[src/hdl/sss_pkg.sv]
`timescale 1ns / 1ps

package sss_pkg;

	localparam int MAX_PATTERN_DEF   = 16;
	localparam int POSITION_BITS_DEF = 16;
	localparam int BYTE_W            = 8;
	localparam int MATCH_POS_W       = 16;

	localparam logic MODE_LOAD = 1'b0;
	localparam logic MODE_TEXT = 1'b1;

	// One request as it leaves the input register, qualified by fire.
	typedef struct packed {
		logic              fire;
		logic              mode;
		logic [BYTE_W-1:0] data;
		logic              last;
	} step_t;

endpackage

[src/hdl/sss_pattern.sv]
`timescale 1ns / 1ps

module sss_pattern #(
	parameter int MAX_PATTERN = sss_pkg::MAX_PATTERN_DEF
) (
	input  logic                                         clk,
	input  logic                                         arst_n,
	input  sss_pkg::step_t                               step,
	output logic [MAX_PATTERN-1:0][sss_pkg::BYTE_W-1:0]  pat_bytes,
	output logic [$clog2(MAX_PATTERN+1)-1:0]             pat_len,
	output logic                                         pat_ok
);
	import sss_pkg::*;

	localparam int LC_W  = $clog2(MAX_PATTERN + 2);
	localparam int LEN_W = $clog2(MAX_PATTERN + 1);

	// Pattern bytes are kept newest first, so entry j lines up with window entry j.
	logic [MAX_PATTERN-1:0][BYTE_W-1:0] pat_q;
	logic [LC_W-1:0]                    load_cnt_q;
	logic [LEN_W-1:0]                   len_q;
	logic                               unusable_q;

	logic            load_fire;
	logic            room;
	logic [LC_W-1:0] cnt_inc;
	logic            unusable_next;

	assign load_fire = step.fire && (step.mode == MODE_LOAD);
	assign room      = load_cnt_q < LC_W'(MAX_PATTERN);
	assign cnt_inc   = (load_cnt_q <= LC_W'(MAX_PATTERN)) ? load_cnt_q + LC_W'(1) : load_cnt_q;

	always_comb begin
		unusable_next = (load_cnt_q == '0) ? 1'b0 : unusable_q;
		if ((step.data == '0) || !room) begin
			unusable_next = 1'b1;
		end
	end

	always_ff @(posedge clk or negedge arst_n) begin
		if (!arst_n) begin
			load_cnt_q <= '0;
			len_q      <= '0;
			unusable_q <= 1'b0;
		end else if (load_fire) begin
			unusable_q <= unusable_next;
			if (step.last) begin
				load_cnt_q <= '0;
				len_q      <= room ? LEN_W'(cnt_inc) : '0;
			end else begin
				load_cnt_q <= cnt_inc;
				if (load_cnt_q == '0) begin
					len_q <= '0;
				end
			end
		end
	end

	always_ff @(posedge clk) begin
		if (load_fire && room) begin
			pat_q[0] <= step.data;
			for (int j = 1; j < MAX_PATTERN; j++) begin
				pat_q[j] <= pat_q[j-1];
			end
		end
	end

	assign pat_bytes = pat_q;
	assign pat_len   = len_q;
	assign pat_ok    = !unusable_q;

endmodule

[src/hdl/sss_text.sv]
`timescale 1ns / 1ps

module sss_text #(
	parameter int MAX_PATTERN   = sss_pkg::MAX_PATTERN_DEF,
	parameter int POSITION_BITS = sss_pkg::POSITION_BITS_DEF
) (
	input  logic                                         clk,
	input  logic                                         arst_n,
	input  sss_pkg::step_t                               step,
	input  logic [MAX_PATTERN-1:0][sss_pkg::BYTE_W-1:0]  pat_bytes,
	input  logic [$clog2(MAX_PATTERN+1)-1:0]             pat_len,
	input  logic                                         pat_ok,
	output logic                                         res_valid,
	output logic                                         res_found,
	output logic [sss_pkg::MATCH_POS_W-1:0]              res_pos
);
	import sss_pkg::*;

	localparam int LEN_W = $clog2(MAX_PATTERN + 1);

	logic [MAX_PATTERN-1:0][BYTE_W-1:0] win_q;
	logic [LEN_W-1:0]                   fill_q;
	logic [POSITION_BITS-1:0]           idx_q;
	logic                               finished_q;

	logic [MAX_PATTERN-1:0][BYTE_W-1:0] win_next;
	logic [LEN_W-1:0]                   fill_next;
	logic [MAX_PATTERN-1:0]             lane_ok;
	logic                               hit;
	logic [POSITION_BITS-1:0]           len_m1;
	logic [POSITION_BITS-1:0]           start;

	logic clear;
	logic shift;
	logic set_finished;
	logic inc_idx;

	always_comb begin
		win_next[0] = step.data;
		for (int j = 1; j < MAX_PATTERN; j++) begin
			win_next[j] = win_q[j-1];
		end
	end

	assign fill_next = (fill_q < LEN_W'(MAX_PATTERN)) ? fill_q + LEN_W'(1) : fill_q;

	// Lanes at or beyond the pattern length take no part in the compare.
	always_comb begin
		for (int j = 0; j < MAX_PATTERN; j++) begin
			lane_ok[j] = (LEN_W'(j) >= pat_len) || (pat_bytes[j] == win_next[j]);
		end
	end

	assign hit = pat_ok && (pat_len != '0) && (fill_next >= pat_len) && (&lane_ok);

	assign len_m1 = POSITION_BITS'(pat_len) - POSITION_BITS'(1);
	assign start  = (idx_q >= len_m1) ? idx_q - len_m1 : '0;

	always_comb begin
		res_valid    = 1'b0;
		res_found    = 1'b0;
		res_pos      = '0;
		clear        = 1'b0;
		shift        = 1'b0;
		set_finished = 1'b0;
		inc_idx      = 1'b0;
		if (step.fire) begin
			priority if (step.mode == MODE_LOAD) begin
				clear = 1'b1;
			end else if (step.data == '0) begin
				clear     = 1'b1;
				res_valid = !finished_q;
			end else if (finished_q) begin
				clear = step.last;
			end else begin
				shift = 1'b1;
				if (hit) begin
					res_valid = 1'b1;
					res_found = 1'b1;
					res_pos   = MATCH_POS_W'(start);
					if (step.last) begin
						clear = 1'b1;
					end else begin
						set_finished = 1'b1;
					end
				end else if (step.last) begin
					clear     = 1'b1;
					res_valid = 1'b1;
				end else begin
					inc_idx = 1'b1;
				end
			end
		end
	end

	always_ff @(posedge clk or negedge arst_n) begin
		if (!arst_n) begin
			fill_q     <= '0;
			idx_q      <= '0;
			finished_q <= 1'b0;
		end else if (clear) begin
			fill_q     <= '0;
			idx_q      <= '0;
			finished_q <= 1'b0;
		end else begin
			if (shift) begin
				fill_q <= fill_next;
			end
			if (set_finished) begin
				finished_q <= 1'b1;
			end
			if (inc_idx && (idx_q != '1)) begin
				idx_q <= idx_q + POSITION_BITS'(1);
			end
		end
	end

	// Window bytes past the fill count are never compared, so they need no reset.
	always_ff @(posedge clk) begin
		if (shift) begin
			win_q <= win_next;
		end
	end

endmodule

[src/hdl/substring_search_stream_top.sv]
`timescale 1ns / 1ps
// A request passes the input register, then the result register drives out_valid;
// both hold while out_valid waits on out_ready. One request per cycle when not held;
// the window shift and parallel compare of all pattern lanes sit between the two.
// Reset (arst_n low, asynchronous): empty pattern, empty text window, no result pending.
// Pattern bytes are undefined until loaded.

module substring_search_stream_top #(
	parameter int MAX_PATTERN   = sss_pkg::MAX_PATTERN_DEF,
	parameter int POSITION_BITS = sss_pkg::POSITION_BITS_DEF
) (
	input  logic                            clk,
	input  logic                            arst_n,
	input  logic                            in_valid,
	output logic                            in_ready,
	input  logic                            mode,
	input  logic [sss_pkg::BYTE_W-1:0]      data_byte,
	input  logic                            last,
	output logic                            out_valid,
	input  logic                            out_ready,
	output logic                            found,
	output logic [sss_pkg::MATCH_POS_W-1:0] match_position
);
	import sss_pkg::*;

	localparam int LEN_W = $clog2(MAX_PATTERN + 1);

	logic              valid_s1;
	logic              mode_s1;
	logic [BYTE_W-1:0] byte_s1;
	logic              last_s1;

	logic                   out_valid_q;
	logic                   found_q;
	logic [MATCH_POS_W-1:0] pos_q;

	logic  advance;
	step_t step;

	logic [MAX_PATTERN-1:0][BYTE_W-1:0] pat_bytes;
	logic [LEN_W-1:0]                   pat_len;
	logic                               pat_ok;

	logic                   res_valid;
	logic                   res_found;
	logic [MATCH_POS_W-1:0] res_pos;

	// The held request moves on whenever the result register is free or being emptied.
	assign advance  = !out_valid_q || out_ready;
	assign in_ready = !valid_s1 || advance;

	assign step.fire = valid_s1 && advance;
	assign step.mode = mode_s1;
	assign step.data = byte_s1;
	assign step.last = last_s1;

	always_ff @(posedge clk or negedge arst_n) begin
		if (!arst_n) begin
			valid_s1 <= 1'b0;
		end else if (in_ready) begin
			valid_s1 <= in_valid;
		end
	end

	always_ff @(posedge clk) begin
		if (in_valid && in_ready) begin
			mode_s1 <= mode;
			byte_s1 <= data_byte;
			last_s1 <= last;
		end
	end

	sss_pattern #(
		.MAX_PATTERN(MAX_PATTERN)
	) u_pattern (
		.clk      (clk),
		.arst_n   (arst_n),
		.step     (step),
		.pat_bytes(pat_bytes),
		.pat_len  (pat_len),
		.pat_ok   (pat_ok)
	);

	sss_text #(
		.MAX_PATTERN  (MAX_PATTERN),
		.POSITION_BITS(POSITION_BITS)
	) u_text (
		.clk      (clk),
		.arst_n   (arst_n),
		.step     (step),
		.pat_bytes(pat_bytes),
		.pat_len  (pat_len),
		.pat_ok   (pat_ok),
		.res_valid(res_valid),
		.res_found(res_found),
		.res_pos  (res_pos)
	);

	always_ff @(posedge clk or negedge arst_n) begin
		if (!arst_n) begin
			out_valid_q <= 1'b0;
		end else if (advance) begin
			out_valid_q <= res_valid;
		end
	end

	always_ff @(posedge clk) begin
		if (advance && res_valid) begin
			found_q <= res_found;
			pos_q   <= res_pos;
		end
	end

	assign out_valid      = out_valid_q;
	assign found          = found_q;
	assign match_position = pos_q;

endmodule
[config.mk]
export PLATFORM = sky130hd
export DESIGN_NAME = substring_search_stream_top
export DESIGN_NICKNAME = d
export VERILOG_FILES = /design/src/hdl/sss_pkg.sv /design/src/hdl/sss_pattern.sv /design/src/hdl/sss_text.sv /design/src/hdl/substring_search_stream_top.sv
export SDC_FILE = /design/constraint.sdc
export NUM_CORES = 1
export LEC_CHECK = 0
export BUFFER_PORTS_ARGS = -buffer_cell sky130_fd_sc_hd__buf_2
export CAP_MARGIN = 25
export CORE_ASPECT_RATIO = 0.6
export CORE_MARGIN = 5
export CORE_UTILIZATION = 55
export CTS_CLUSTER_SIZE = 28
export DETAILED_ROUTE_END_ITERATION = 8
export HOLD_SLACK_MARGIN = 0.08
export MAX_ROUTING_LAYER = met4
export PLACE_DENSITY = 0.72
export SYNTH_ARGS = -nofsm -noshare
export SYNTH_HDL_FRONTEND = slang
export SYNTH_SLANG_ARGS = --single-unit
[constraint.sdc]
create_clock -name clk -period 14.88 [get_ports clk]
set_input_delay 3.72 -clock clk [delete_from_list [all_inputs] [get_ports clk]]
set_output_delay 3.72 -clock clk [all_outputs]
set_load 0.02 [all_outputs]
==> flow_summary_export.csv <==
group,metric,value,unit
critical_path,crit_type,"primary input to primary output",
clocking,cts-resized-gates,0,
floorplanning,die-area,26600,um^2
route,drt-initial-drc-count,666,
job,maxCapViolations,0,
critical_path,worst_setup_path_start_kind,"primary input",
route,route.vias.total,6856,
critical_path,crit_path_top_delay_cell,"buf_2",
route,drtAntennaViolNets,0,
floorplanning,start_util,55.7,%
synthesis,synthMuxAreaShare,0.478,%
clocking,ctsLongestPathBuffers,3,
cells_and_area,final_cells,1224,
clocking,cts_buffers,27,
critical_path,crit_family,"buffers and inverters",
synthesis,syn-num-nets,878,
cells_and_area,post-route-util,61.9,%
critical_path,cp.required,11160,ps
sta,worst_hold_slack,464,ps
clocking,htreeDepth,1,
critical_path,cp_num_cells,4,
placed_design,postPlaceCellArea,13400,um^2
global_route,grt_overflow,0,
global_route,grt_pass1_vias,6847,
synthesis,ys.flop_type,"edfxtp_1",
synthesis,synth-edff-count,275,
synthesis,ys_ff_latch,310,
cells_and_area,finalNetCount,934,
sta,hold_viol_final,0,
synthesis,synth.avg_cell_area,15.4,um^2
cells_and_area,area_growth,11.2,%
route,highest_layer,"met4",
sta,rsz0062_at_grt,"no",
synthesis,synth_simple_gate_area_share,8.34,%
global_route,antenna_found_initial,0,
global_route,grt_first_pass_wirelength,36600,um
placed_design,hpwl,15300,um
sta,slew_headroom,42.0,%
synthesis,synth_compound_area_share,5.68,%
route,wl_met1,10500,um
worst_hold_path,hold-path-cell-count,0,
cells_and_area,stdcell_area,14300,um^2
synthesis,netlist_instances,834,
critical_path,end_kind,"primary output",
synthesis,synthArstFlopShare,11.3,%
sta,worst_pin_slew,870,ps
clocking,clockRootBuffer,"clkbuf_16",
clocking,cts_tree,"yes",
synthesis,synth_top_family_by_area,"XOR/XNOR gates",
synthesis,yosysWarnings,0,
placed_design,dp.cells,1173,
critical_path,worstRegToRegCells,8,
sta,tns,0,ps
route,drc_errors,0,
cells_and_area,fillers,1728,
global_route,grtUsageTotal,17.9,%
floorplanning,rows,43,
floorplanning,core_area,23000,um^2
cells_and_area,antenna_cells,0,
power,vdd_ir_drop_max,0.0000895,V
placed_design,place.gp.congestion,0.883,
synthesis,netlist_area,12800,um^2
clocking,clock_latency,530,ps
critical_path,cp_num_buf_inv,2,
sta,setup_viol,0,
cells_and_area,drive_above_1_share,10.6,%
synthesis,yosysTopAreaCell,"edfxtp_1",
power,p_leak,5.06,nW
placed_design,io_buffers,32,
clocking,cts_setup_buffers,0,
sta,slew_violations,0,
floorplanning,fp.dieH,128,um
clocking,clk_transition_reported_paths,60,ps
sta,fin_crit_sh,53.3,%
route,drtPass1Iterations,5,
critical_path,path_common_cell,"buf_2",
sta,fmax,126,MHz
sta,finClkSkew,11.5,ps
route,routed_wl,22800,um
clocking,cts_hold_buf,0,
route,routedWlPerCell,18.6,um
outcome,outcome,"complete, no violations",
synthesis,seq_area_frac_synth,71.3,%
global_route,grt_max_degree,80,
synthesis,yosys-top-cells-area,"edfxtp_1 64%, xor2_1 7.8%, dfrtp_1 6.8%",
synthesis,synth_cell_types,58,
route,wl_met3,1890,um
floorplanning,die_w,207,um
synthesis,synthAdderAreaFrac,2.99,%
critical_path,crit_path_max_fanout,3,
critical_path,path_cells,"buf_2 > nor2b_1 > nand2_1 > buf_2",
synthesis,synth.top_cell.area_share,64.4,%
synthesis,synth_xor_area_share,10.3,%
clocking,cts_sinks,310,
critical_path,arrival,4210,ps
worst_hold_path,hp-class,"flip-flop to flip-flop",
route,wl_met2,9990,um
power,powerDensity,155,nW/um^2
floorplanning,ios,33,
critical_path,max_stage_delay,170,ps
sta,fin_crit,7930,ps
route,via_per_inst,5.60,
worst reg2reg max path, stage by stage, from the launching register on:
cell	delay [ps]
dfrtp_1	390
nand2b_1	140
nand2_1	130
nor3b_1	700
o21ai_1	430
inv_4	690
buf_4	810
o211ai_4	390
a2111oi_2	360
flip-flops by register name, summed over array words and instances, names as in the netlist:
signal and count:
u_pattern.pat_len 5, byte_s1 8, u_text.fill_q 5, u_pattern.unusable_q 1, out_valid 1, mode_s1 1
valid_s1 1, u_pattern.load_cnt_q 5, last_s1 1, found 1, u_text.finished_q 1, match_position 16
u_text.win_next 120, u_text.idx_q 16, u_pattern.pat_bytes 128
final cells by class:
class	instances	area (um^2)	area share, %
Timing Repair Buffer	40	243	1.70
Inverter	15	58.8	0.412
Sequential cell	310	9130	64.1
Clock inverter	12	113	0.790
Multi-Input combinational cell	496	3570	25.1
Tap cell	315	394	2.76
Clock buffer	36	739	5.19
where the power goes:
group | total, W | switching [W] | internal (W)
sequential | 0.00111 | 0.0000649 | 0.00105
combinational | 0.000414 | 0.000254 | 0.000161
clock | 0.000679 | 0.000296 | 0.000383
final timing paths:
path / start / endpoint / slack, ps
setup reg to reg: out_valid$_DFFE_PN0P_ / match_position[15]$_SDFFCE_PP0P_ / 10650
hold / removal: u_pattern.pat_bytes[84]$_DFFE_PP_ / u_pattern.pat_bytes[92]$_DFFE_PP_ / 460
min in group asynchronous: arst_n / u_text.idx_q[11]$_DFFE_PN0P_ / 3270
hold reg to reg: u_pattern.pat_bytes[84]$_DFFE_PP_ / u_pattern.pat_bytes[92]$_DFFE_PP_ / 460
setup / recovery: out_ready / in_ready / 6950
max in group asynchronous: arst_n / u_text.fill_q[1]$_DFFE_PN0P_ / 11090
logic make-up (layout without fill, tap and decap cells):
logic type | Yosys count | after routing
multiplexers | 6 | 6
flip-flops | 310 | 310
adder cells (fa/ha/maj) | 30 | 30
AND/OR/NAND/NOR | 203 | 203
XOR/XNOR | 151 | 151
AO/OA/AOI/OAI | 106 | 106
buffers and inverters | 28 | 103
placed cells by master, fill, tap and decap left out, drive strengths merged, types with 3 or more instances in the layout:
master    count
o21ai        25
o41ai         3
or2           6
nor2b         4
nor4         32
a31o          3
a2111oi       3
buf          40
o31ai         3
nand2        40
edfxtp      275
a211oi        4
mux2i         5
ha           29
nand2b       11
nand3        11
or4           7
dfrtp        35
xnor2        37
clkinvlp      3
or3           6
nand4        17
and2          3
nor3          9
clkbuf       36
clkinv        7
o211ai        6
a21oi        24
a31oi         4
and3          5
inv          15
a21o          9
nand4b        3
xor2        114
nor2         45
layer usage:
metal / track usage, % / up-vias
met1: 25.8 / 3341
met2: 26.2 / 212
met5: - / -
li1: - / 3263
met4: 3.50 / 0
met3: 5.01 / 40
stage by stage:
| stage | setup WS, ps | power (W) |
|---|---|---|
| final | 6950 | 0.00221 |
| after global routing | 6900 | 0.00232 |
| after CTS | 6950 | 0.00222 |
| after detailed placement | 6950 | 0.00154 |
| after global placement | 6940 | 0.00153 |
| after floorplan | 4570 | 0.00143 |
Yosys cell counts (all sizes together) (3+ instances only):
master / count
a31o: 3
and3: 5
and2: 3
inv: 15
o41ai: 3
edfxtp: 275
buf: 3
dfrtp: 35
xnor2: 37
a31oi: 4
or4: 7
nand4: 17
nor3: 9
o21ai: 25
nand4b: 3
nor4: 32
mux2i: 5
nand3: 11
a21o: 9
a211oi: 4
or3: 6
nand2b: 11
or2: 6
clkbuf: 10
nor2: 45
o211ai: 6
nor2b: 4
a2111oi: 3
nand2: 40
xor2: 114
o31ai: 3
a21oi: 24
ha: 29
Power figures use the tool's default switching activity.
